### src/hw/rtl/als_pkg.sv
// Arm launch sequencer package: phase encoding, command and register codes,
// state, configuration and result types. No dependencies.
`default_nettype none

package als_pkg;

  // Sequence phases, one-hot
  typedef enum logic [5:0] {
    PH_IDLE     = 6'b000001,
    PH_SLOW_FWD = 6'b000010,
    PH_SLOW_REV = 6'b000100,
    PH_RAMP     = 6'b001000,
    PH_HOLD     = 6'b010000,
    PH_FAST_REV = 6'b100000
  } phase_e;

  // Command codes carried in func
  localparam logic [1:0] FuncTick   = 2'd0;
  localparam logic [1:0] FuncStart  = 2'd1;
  localparam logic [1:0] FuncCancel = 2'd2;

  // Configuration register indexes
  localparam logic [2:0] CfgRampStep   = 3'd0;
  localparam logic [2:0] CfgSlowSpeed  = 3'd1;
  localparam logic [2:0] CfgSlowFwd    = 3'd2;
  localparam logic [2:0] CfgSlowRev    = 3'd3;
  localparam logic [2:0] CfgShotTicks  = 3'd4;
  localparam logic [2:0] CfgFastRev    = 3'd5;

  localparam int unsigned CfgIdxW  = 3;
  localparam int unsigned CfgDataW = 8;

  // Register reset values
  localparam logic [6:0] RstRampStep  = 7'd5;
  localparam logic [6:0] RstSlowSpeed = 7'd30;
  localparam logic [7:0] RstSlowFwd   = 8'd100;
  localparam logic [7:0] RstSlowRev   = 8'd100;
  localparam logic [7:0] RstShotTicks = 8'd100;
  localparam logic [7:0] RstFastRev   = 8'd60;

  localparam logic [6:0] FullPower = 7'd100;

  typedef struct packed {
    logic [6:0] ramp_step;
    logic [6:0] slow_speed;
    logic [7:0] slow_forward_ticks;
    logic [7:0] slow_reverse_ticks;
    logic [7:0] shot_ticks;
    logic [7:0] fast_reverse_ticks;
  } cfg_t;

  typedef struct packed {
    phase_e     phase;
    logic [7:0] tick_count;
    logic [6:0] ramp_power;
    logic [6:0] ramp_iter;
    logic       ramp_clamped;
  } state_t;

  typedef struct packed {
    logic [6:0] drive_power;
    logic       drive_reverse;
    logic       drive_on;
    logic       stopper_engaged;
    logic       busy_res;
  } res_t;

endpackage

`default_nettype wire

### src/hw/rtl/als_if.sv
// Handshake channels of the arm launch sequencer: command item in, result
// item out. Standalone, no package dependency.
`default_nettype none

interface als_cmd_if;
  logic       valid;
  logic       ready;
  logic [1:0] func;
  logic       slow_mode;

  modport source (output valid, output func, output slow_mode, input ready);
  modport sink   (input valid, input func, input slow_mode, output ready);
endinterface

interface als_res_if;
  logic       valid;
  logic       ready;
  logic [6:0] drive_power;
  logic       drive_reverse;
  logic       drive_on;
  logic       stopper_engaged;
  logic       busy_res;

  modport source (output valid, output drive_power, output drive_reverse,
                  output drive_on, output stopper_engaged, output busy_res,
                  input ready);
  modport sink   (input valid, input drive_power, input drive_reverse,
                  input drive_on, input stopper_engaged, input busy_res,
                  output ready);
endinterface

`default_nettype wire

### src/hw/rtl/arm_launch_sequencer_core.sv
// Arm launch sequencer top level: command register, step logic, result register.
// Throughput: one item per cycle while the result side is ready; a stalled result
// holds the item in the command register and so stalls the command channel.
// The state updates as an item moves from the command register into the result register.
// Reset (rst_ni, async low): phase idle, counters cleared, registers at defaults.
// Depends on als_pkg, als_if, als_cfg_regs, als_step.
`default_nettype none

module arm_launch_sequencer_core (
  input  wire logic                          clk_i,
  input  wire logic                          rst_ni,
  als_cmd_if.sink                            cmd_i,
  als_res_if.source                          res_o,
  input  wire logic                          cfg_we_i,
  input  wire logic [als_pkg::CfgIdxW-1:0]   cfg_idx_i,
  input  wire logic [als_pkg::CfgDataW-1:0]  cfg_wdata_i
);

  als_pkg::cfg_t   cfg;
  als_pkg::state_t state_q, state_d;
  als_pkg::res_t   res_q, res_d;
  logic            cmd_valid_q;
  logic [1:0]      func_q;
  logic            slow_mode_q;
  logic            res_valid_q;
  logic            adv;

  als_cfg_regs u_cfg (
    .clk_i       (clk_i),
    .rst_ni      (rst_ni),
    .cfg_we_i    (cfg_we_i),
    .cfg_idx_i   (cfg_idx_i),
    .cfg_wdata_i (cfg_wdata_i),
    .cfg_o       (cfg)
  );

  als_step u_step (
    .cfg_i       (cfg),
    .state_i     (state_q),
    .func_i      (func_q),
    .slow_mode_i (slow_mode_q),
    .state_o     (state_d),
    .res_o       (res_d)
  );

  // item moves from the command register into the result register
  assign adv         = cmd_valid_q && (!res_valid_q || res_o.ready);
  assign cmd_i.ready = !cmd_valid_q || adv;

  always_ff @(posedge clk_i or negedge rst_ni) begin
    if (!rst_ni) begin
      cmd_valid_q <= 1'b0;
      res_valid_q <= 1'b0;
      state_q     <= '{phase: als_pkg::PH_IDLE, tick_count: 8'd0, ramp_power: 7'd0,
                       ramp_iter: 7'd0, ramp_clamped: 1'b0};
    end else begin
      if (cmd_i.ready) begin
        cmd_valid_q <= cmd_i.valid;
      end
      if (adv) begin
        res_valid_q <= 1'b1;
        state_q     <= state_d;
      end else if (res_o.ready) begin
        res_valid_q <= 1'b0;
      end
    end
  end

  always_ff @(posedge clk_i) begin
    if (cmd_i.ready && cmd_i.valid) begin
      func_q      <= cmd_i.func;
      slow_mode_q <= cmd_i.slow_mode;
    end
    if (adv) begin
      res_q <= res_d;
    end
  end

  assign res_o.valid           = res_valid_q;
  assign res_o.drive_power     = res_q.drive_power;
  assign res_o.drive_reverse   = res_q.drive_reverse;
  assign res_o.drive_on        = res_q.drive_on;
  assign res_o.stopper_engaged = res_q.stopper_engaged;
  assign res_o.busy_res        = res_q.busy_res;

  a_phase_onehot: assert property (@(posedge clk_i) disable iff (!rst_ni)
    $onehot(state_q.phase))
    else $error("sequencer phase not one-hot");

  a_idle_count_clear: assert property (@(posedge clk_i) disable iff (!rst_ni)
    (state_q.phase == als_pkg::PH_IDLE) |-> (state_q.tick_count == 8'd0))
    else $error("tick count not cleared in idle");

  a_ramp_capped: assert property (@(posedge clk_i) disable iff (!rst_ni)
    state_q.ramp_power <= als_pkg::FullPower)
    else $error("ramp power above full power");

  a_off_is_quiet: assert property (@(posedge clk_i) disable iff (!rst_ni)
    (res_valid_q && !res_q.drive_on) |->
      (res_q.drive_power == 7'd0 && !res_q.drive_reverse && !res_q.busy_res))
    else $error("stopped motor reports power, direction or busy");

endmodule

`default_nettype wire

### src/hw/rtl/als_cfg_regs.sv
// Configuration register bank of the arm launch sequencer.
// Depends on als_pkg.
`default_nettype none

module als_cfg_regs (
  input  wire logic                          clk_i,
  input  wire logic                          rst_ni,
  input  wire logic                          cfg_we_i,
  input  wire logic [als_pkg::CfgIdxW-1:0]   cfg_idx_i,
  input  wire logic [als_pkg::CfgDataW-1:0]  cfg_wdata_i,
  output als_pkg::cfg_t                      cfg_o
);

  als_pkg::cfg_t cfg_q;

  always_ff @(posedge clk_i or negedge rst_ni) begin
    if (!rst_ni) begin
      cfg_q.ramp_step          <= als_pkg::RstRampStep;
      cfg_q.slow_speed         <= als_pkg::RstSlowSpeed;
      cfg_q.slow_forward_ticks <= als_pkg::RstSlowFwd;
      cfg_q.slow_reverse_ticks <= als_pkg::RstSlowRev;
      cfg_q.shot_ticks         <= als_pkg::RstShotTicks;
      cfg_q.fast_reverse_ticks <= als_pkg::RstFastRev;
    end else if (cfg_we_i) begin
      unique case (cfg_idx_i)
        als_pkg::CfgRampStep:  cfg_q.ramp_step          <= cfg_wdata_i[6:0];
        als_pkg::CfgSlowSpeed: cfg_q.slow_speed         <= cfg_wdata_i[6:0];
        als_pkg::CfgSlowFwd:   cfg_q.slow_forward_ticks <= cfg_wdata_i;
        als_pkg::CfgSlowRev:   cfg_q.slow_reverse_ticks <= cfg_wdata_i;
        als_pkg::CfgShotTicks: cfg_q.shot_ticks         <= cfg_wdata_i;
        als_pkg::CfgFastRev:   cfg_q.fast_reverse_ticks <= cfg_wdata_i;
        default: ;
      endcase
    end
  end

  assign cfg_o = cfg_q;

endmodule

`default_nettype wire

### src/hw/rtl/als_step.sv
// Next-state and result logic for one command item of the arm launch
// sequencer. Purely combinational; depends on als_pkg.
`default_nettype none

module als_step (
  input  wire als_pkg::cfg_t   cfg_i,
  input  wire als_pkg::state_t state_i,
  input  wire logic [1:0]      func_i,
  input  wire logic            slow_mode_i,
  output als_pkg::state_t      state_o,
  output als_pkg::res_t        res_o
);

  logic [6:0] step_eff;
  logic [6:0] slow_pw;
  logic [6:0] floor_div;
  logic [7:0] hold_len;
  logic [7:0] tick_inc;
  logic [7:0] ramp_sum;
  logic [7:0] ramp_base;
  logic [6:0] iter_base;
  logic       fast_start;
  als_pkg::phase_e enter_slow_fwd, enter_slow_rev, enter_hold, enter_fast_rev;
  als_pkg::state_t st;

  assign step_eff = (cfg_i.ramp_step == 7'd0) ? 7'd1 : cfg_i.ramp_step;
  assign slow_pw  = (cfg_i.slow_speed > als_pkg::FullPower) ? als_pkg::FullPower
                                                              : cfg_i.slow_speed;

  // floor(100/step) equals ramp iterations minus the final clamp flag
  assign floor_div = (7'(state_i.ramp_clamped) > state_i.ramp_iter) ? 7'd0
                   : state_i.ramp_iter - 7'(state_i.ramp_clamped);
  assign hold_len  = (cfg_i.shot_ticks > {1'b0, floor_div})
                   ? cfg_i.shot_ticks - {1'b0, floor_div} : 8'd0;

  assign tick_inc = state_i.tick_count + 8'd1;

  // Phase entry with zero-length phases skipped
  assign enter_slow_rev = (cfg_i.slow_reverse_ticks == 8'd0) ? als_pkg::PH_IDLE
                                                              : als_pkg::PH_SLOW_REV;
  assign enter_slow_fwd = (cfg_i.slow_forward_ticks == 8'd0) ? enter_slow_rev
                                                              : als_pkg::PH_SLOW_FWD;
  assign enter_fast_rev = (cfg_i.fast_reverse_ticks == 8'd0) ? als_pkg::PH_IDLE
                                                              : als_pkg::PH_FAST_REV;
  assign enter_hold     = (hold_len == 8'd0) ? enter_fast_rev : als_pkg::PH_HOLD;

  // Ramp increment, from zero on a fast start
  assign fast_start = (func_i == als_pkg::FuncStart);
  assign ramp_base  = fast_start ? 8'd0 : {1'b0, state_i.ramp_power};
  assign iter_base  = fast_start ? 7'd0 : state_i.ramp_iter;
  assign ramp_sum   = ramp_base + {1'b0, step_eff};

  always_comb begin
    st = state_i;
    priority if (func_i == als_pkg::FuncStart) begin
      if (state_i.phase == als_pkg::PH_IDLE) begin
        st.tick_count = 8'd0;
        if (slow_mode_i) begin
          st.phase = enter_slow_fwd;
        end else begin
          st.phase        = als_pkg::PH_RAMP;
          st.ramp_clamped = (ramp_sum > {1'b0, als_pkg::FullPower});
          st.ramp_power   = st.ramp_clamped ? als_pkg::FullPower : ramp_sum[6:0];
          st.ramp_iter    = iter_base + 7'd1;
        end
      end
    end else if (func_i == als_pkg::FuncCancel) begin
      st.phase      = als_pkg::PH_IDLE;
      st.tick_count = 8'd0;
    end else if (func_i == als_pkg::FuncTick) begin
      unique case (state_i.phase)
        als_pkg::PH_SLOW_FWD: begin
          st.tick_count = tick_inc;
          if (tick_inc >= cfg_i.slow_forward_ticks) begin
            st.phase      = enter_slow_rev;
            st.tick_count = 8'd0;
          end
        end
        als_pkg::PH_SLOW_REV: begin
          st.tick_count = tick_inc;
          if (tick_inc >= cfg_i.slow_reverse_ticks) begin
            st.phase      = als_pkg::PH_IDLE;
            st.tick_count = 8'd0;
          end
        end
        als_pkg::PH_RAMP: begin
          if (state_i.ramp_power >= als_pkg::FullPower) begin
            st.phase      = enter_hold;
            st.tick_count = 8'd0;
          end else begin
            st.ramp_clamped = (ramp_sum > {1'b0, als_pkg::FullPower});
            st.ramp_power   = st.ramp_clamped ? als_pkg::FullPower : ramp_sum[6:0];
            st.ramp_iter    = iter_base + 7'd1;
          end
        end
        als_pkg::PH_HOLD: begin
          st.tick_count = tick_inc;
          if (tick_inc >= hold_len) begin
            st.phase      = enter_fast_rev;
            st.tick_count = 8'd0;
          end
        end
        als_pkg::PH_FAST_REV: begin
          st.tick_count = tick_inc;
          if (tick_inc >= cfg_i.fast_reverse_ticks) begin
            st.phase      = als_pkg::PH_IDLE;
            st.tick_count = 8'd0;
          end
        end
        default: ;
      endcase
    end else begin
      // unused command code: state unchanged
      st = state_i;
    end
  end

  assign state_o = st;

  always_comb begin
    res_o = '0;
    unique case (st.phase)
      als_pkg::PH_SLOW_FWD: begin
        res_o.drive_power = slow_pw;
        res_o.drive_on    = 1'b1;
      end
      als_pkg::PH_SLOW_REV: begin
        res_o.drive_power   = slow_pw;
        res_o.drive_reverse = 1'b1;
        res_o.drive_on      = 1'b1;
      end
      als_pkg::PH_RAMP: begin
        res_o.drive_power = st.ramp_power;
        res_o.drive_on    = 1'b1;
      end
      als_pkg::PH_HOLD: begin
        res_o.drive_power = als_pkg::FullPower;
        res_o.drive_on    = 1'b1;
      end
      als_pkg::PH_FAST_REV: begin
        res_o.drive_power   = als_pkg::FullPower;
        res_o.drive_reverse = 1'b1;
        res_o.drive_on      = 1'b1;
      end
      default: ;
    endcase
    res_o.busy_res        = (st.phase != als_pkg::PH_IDLE);
    res_o.stopper_engaged = res_o.busy_res;
  end

endmodule

`default_nettype wire

### src/flat_wrapper.sv
// flat-port wrapper written by rule: the top's interface ports become plain ports
module arm_launch_sequencer_core_flat 
  (clk_i, rst_ni, cfg_we_i, cfg_idx_i, cfg_wdata_i, cmd_i_valid, cmd_i_func, cmd_i_slow_mode, cmd_i_ready, res_o_valid, res_o_drive_power, res_o_drive_reverse, res_o_drive_on, res_o_stopper_engaged, res_o_busy_res, res_o_ready);
  als_cmd_if cmd_i_i ();
  als_res_if res_o_i ();
  input  wire logic clk_i;
  input  wire logic rst_ni;
  input  wire logic cfg_we_i;
  input  wire logic [als_pkg::CfgIdxW-1:0] cfg_idx_i;
  input  wire logic [als_pkg::CfgDataW-1:0] cfg_wdata_i;
  input wire logic [$bits(cmd_i_i.valid)-1:0] cmd_i_valid;
  input wire logic [$bits(cmd_i_i.func)-1:0] cmd_i_func;
  input wire logic [$bits(cmd_i_i.slow_mode)-1:0] cmd_i_slow_mode;
  output wire logic [$bits(cmd_i_i.ready)-1:0] cmd_i_ready;
  output wire logic [$bits(res_o_i.valid)-1:0] res_o_valid;
  output wire logic [$bits(res_o_i.drive_power)-1:0] res_o_drive_power;
  output wire logic [$bits(res_o_i.drive_reverse)-1:0] res_o_drive_reverse;
  output wire logic [$bits(res_o_i.drive_on)-1:0] res_o_drive_on;
  output wire logic [$bits(res_o_i.stopper_engaged)-1:0] res_o_stopper_engaged;
  output wire logic [$bits(res_o_i.busy_res)-1:0] res_o_busy_res;
  input wire logic [$bits(res_o_i.ready)-1:0] res_o_ready;
  assign cmd_i_i.valid = cmd_i_valid;
  assign cmd_i_i.func = cmd_i_func;
  assign cmd_i_i.slow_mode = cmd_i_slow_mode;
  assign cmd_i_ready = cmd_i_i.ready;
  assign res_o_valid = res_o_i.valid;
  assign res_o_drive_power = res_o_i.drive_power;
  assign res_o_drive_reverse = res_o_i.drive_reverse;
  assign res_o_drive_on = res_o_i.drive_on;
  assign res_o_stopper_engaged = res_o_i.stopper_engaged;
  assign res_o_busy_res = res_o_i.busy_res;
  assign res_o_i.ready = res_o_ready;
  arm_launch_sequencer_core u_core (.clk_i(clk_i), .rst_ni(rst_ni), .cmd_i(cmd_i_i), .res_o(res_o_i), .cfg_we_i(cfg_we_i), .cfg_idx_i(cfg_idx_i), .cfg_wdata_i(cfg_wdata_i));
endmodule
### config.mk
export PLATFORM = sky130hd
export DESIGN_NAME = arm_launch_sequencer_core_flat
export DESIGN_NICKNAME = d
export VERILOG_FILES = /design/src/hw/rtl/als_pkg.sv /design/src/hw/rtl/als_if.sv /design/src/hw/rtl/arm_launch_sequencer_core.sv /design/src/hw/rtl/als_cfg_regs.sv /design/src/hw/rtl/als_step.sv /design/src/flat_wrapper.sv
export SDC_FILE = /design/constraint.sdc
export NUM_CORES = 1
export LEC_CHECK = 0
export BUFFER_PORTS_ARGS = -buffer_cell sky130_fd_sc_hd__buf_4
export CORE_MARGIN = 8
export CORE_UTILIZATION = 55
export CTS_BUF_LIST = sky130_fd_sc_hd__clkbuf_4 sky130_fd_sc_hd__clkbuf_8 sky130_fd_sc_hd__clkbuf_16
export DETAILED_ROUTE_END_ITERATION = 8
export PLACE_DENSITY = 0.76
export SYNTH_ARGS = -nofsm -noshare
export SYNTH_HDL_FRONTEND = slang
export SYNTH_SLANG_ARGS = --single-unit
### constraint.sdc
create_clock -name clk_i -period 4.75 [get_ports clk_i]
set_input_delay 0.95 -clock clk_i [delete_from_list [all_inputs] [get_ports clk_i]]
set_output_delay 0.95 -clock clk_i [all_outputs]
set_load 0.01 [all_outputs]
==> run metrics <==
clk_lat worst skew 350 ps; Clock Tree Buf Depth 2; status finished with violations; ratio of cells with drive above 1 in the final layout 0.257; EDFF count, synth 13; Worst Path Arrival 4900 ps; crit end category flop; Avg Synthesized Cell Area 9.09 um^2; Hold WS 486 ps; commonest non-fill, non-tap cell in the layout nand2_1; largest net degree at the start of global routing 78; Initial Utilization 0.558; wire per inst 17.6 um; io pins 32; Critical path origin u_core.state_q[1]; sequential share of power 0.337; synth warn 0; Sw Ratio 0.370; final setup margin -54.7 ps; Vias 5427; Max-Cap Viols 0; final core occ 0.660; DRC 0; Reg2Reg Setup Slack -50 ps; port bufs 31; Max Slew Vio Count 0; vias in the first global route 5297; post-DP HPWL 11600 um; DR iter-0 viols 332; via/cell ratio 6.02; syn nets 767; Top FF cell, synth dfrtp_1; CTS sink cnt 90; DP Area 6920 um^2; Inserted Diodes 0; worst-margin pin slew 1190 ps; power density cells 423 nW/um^2; Logic pwr share 0.446; first-pass detailed-route iteration total 5; RSZ-0062 raised after global routing true; global-route wire length before repair 25900 um; clk_skew 4.30 ps; Net Sw Power 0.00116 W; Syn Inst Count 692; Routed WL 15900 um; CTS tree yes; overall routing resource usage 0.216; r2r startpoint u_core.state_q[1]; Area Overhead vs Synth 18.2%; area of the multi-input gates 3900 um^2; clock-pin slew on the worst setup and hold paths 60 ps; Clock H-tree levels 3; r2r worst-path depth 23; post-synthesis sequential area ratio 0.372; Tcrit/Tclk final 1.01; Critical Path Fanout Max 8; Hold Path Class reg2reg; total CTS buffers 9; Post-CTS Hold Buffers 0; CTS root buf clkbuf_16; initial antenna violation count 0; Slew HR 0.197; Std-Cell Rows 39; Min Clock Period, post-route 4800 ps; failing checks setup timing; die width 123 um; end point of the critical path u_core.res_o.drive_power[2]; Core Area 11300 um^2; VDD IR max 0.000295 V; Max Fclk 208 MHz; Die Y 123 um; CP Class reg2reg; Setup WS pre-CTS -295 ps; #FFs+latches synth 90; die footprint 15100 um^2; Async S/R FF share, synth 0.856; Sequential Area 2340 um^2; most frequent cells in the layout nand2_1 (83), buf_4 (76), dfrtp_1 (57); antenna-violating nets left 0; Layout Nets 828; required time worst endpoint 4840 ps; synthesized cell area 6290 um^2; R2R Path End u_core.res_o.drive_power[2]; gr ovfl total 0; Setup Viol. Count Final 3; GPL Wtd Cong 0.902; synth unique cells 66; final instance area 7440 um^2; leakage power 3.30 nW; Clk pwr share 0.218; final hold vios 0; filler instances 891; Int Pwr 0.00198 W; critical path startpoint category flop
[stage by stage]
step,setup TNS (ps),power (W),instances
2_1_floorplan,0,0.00189,692
3_3_place_gp,-755,0.00226,877
3_5_place_dp,-2430,0.00231,877
4_1_cts,-133,0.00305,896
5_1_grt,-1670,0.00335,901
6_report,-93.7,0.00315,901
[final cells by class]
type                    count  share of cell area
inverters                  41              0.0207
multi-input cells         534               0.524
flip-flops and latches     90               0.315
well taps                 143              0.0241
repair buffers             77              0.0782
clock buffers              12              0.0341
clock inverters             4             0.00370
[per-layer routing]
metal,routed length (um),global-route usage,vias up
met5,0,0,-
met4,410,0.0883,0
met2,7610,0.357,163
li1,-,-,2602
met3,806,0.0320,29
met1,7060,0.279,2633
[power by group through the flow]
stage	clock network, W	logic (W)	registers (W)
3_3_place_gp	0	0.00120	0.00106
5_1_grt	0.000719	0.00156	0.00107
6_report	0.000685	0.00140	0.00106
2_1_floorplan	0	0.000860	0.00102
3_5_place_dp	0	0.00124	0.00106
4_1_cts	0.000692	0.00131	0.00105
[cell usage after synthesis, drive strengths merged (3+ instances only)]
cell type / instances / area [um^2]
nand2: 86 / 330
o21ai: 61 / 305
dfrtp: 57 / 1430
ha: 54 / 676
nor2: 53 / 199
inv: 41 / 154
mux2: 39 / 439
a21oi: 38 / 190
clkbuf: 25 / 93.8
nand2b: 22 / 138
dfstp: 20 / 526
nor3: 16 / 91.3
edfxtp: 13 / 390
nand3: 11 / 55.1
nor4: 10 / 62.6
xnor2: 10 / 87.6
nand4: 9 / 56.3
nor2b: 9 / 56.3
nor3b: 9 / 67.6
xor2: 8 / 70.1
a21o: 7 / 52.6
nand3b: 7 / 52.6
a211oi: 5 / 37.5
o31ai: 5 / 37.5
a211o: 4 / 35.0
a31oi: 4 / 25.0
and2: 4 / 25.0
and3: 4 / 25.0
mux2i: 4 / 40.0
nand4b: 4 / 35.0
or3: 4 / 25.0
or3b: 4 / 40.0
a2111o: 3 / 33.8
a311oi: 3 / 32.5
a32oi: 3 / 26.3
nor4b: 3 / 32.5
o21a: 3 / 22.5
[registers in the layout, summed over array words and instances, names as in the netlist]
| name | count |
|---|---|
| u_core.cmd_valid_q | 1 |
| u_core.func_q | 2 |
| u_core.res_o.drive_on | 1 |
| u_core.res_o.drive_power | 7 |
| u_core.res_o.drive_reverse | 1 |
| u_core.res_o.stopper_engaged | 1 |
| u_core.res_o.valid | 1 |
| u_core.slow_mode_q | 1 |
| u_core.state_q | 29 |
| u_core.u_cfg.cfg_o | 46 |
[cells by family after synthesis]
kind of cell             Yosys count  share of synthesized area
XOR/XNOR                          18                     0.0251
buffers and inverters             68                     0.0418
adder cells (fa/ha/maj)           56                      0.114
flip-flops                        90                      0.372
multiplexers                      43                     0.0762
AND/OR/NAND/NOR                  261                      0.214
AO/OA/AOI/OAI                    156                      0.157
[what timing repair did]
action	in CTS	in global routing
pin swaps	19	25
setup buffers	3	5
gates cloned	0	0
setup endpoints to repair	10	10
resized for setup	15	22
[worst max-delay path, cell delays in order (launching register included)]
cell and delay, ps:
dfrtp_1 390, inv_2 90, ha_4 150, ha_4 140, nand2_2 50, or3_4 340
nor3_2 130, a21oi_2 60, ha_4 280, nand4b_1 130, a211o_1 300, a21oi_4 240
nand3_2 130, ha_4 290, nand2_2 60, nor3_2 190, a21oi_2 100, a22oi_2 140
or3b_4 420, a311oi_4 300, buf_6 160, xnor2_4 100, a32oi_1 260, o21ai_1 90
[how the worst min path moves through the flow]
stage                                   from  cells after the start                 end  slack (ps)
after CTS                 u_core.cmd_valid_q                      1  u_core.res_o.valid         480
after global routing      u_core.cmd_valid_q                      1  u_core.res_o.valid         500
after detailed placement  u_core.cmd_valid_q                      1  u_core.res_o.valid         470
after floorplan           u_core.cmd_valid_q                      1  u_core.res_o.valid         460
final                     u_core.cmd_valid_q                      1  u_core.res_o.valid         490
after global placement    u_core.cmd_valid_q                      1  u_core.res_o.valid         460
Note: power is estimated with default switching activity, not from simulation.
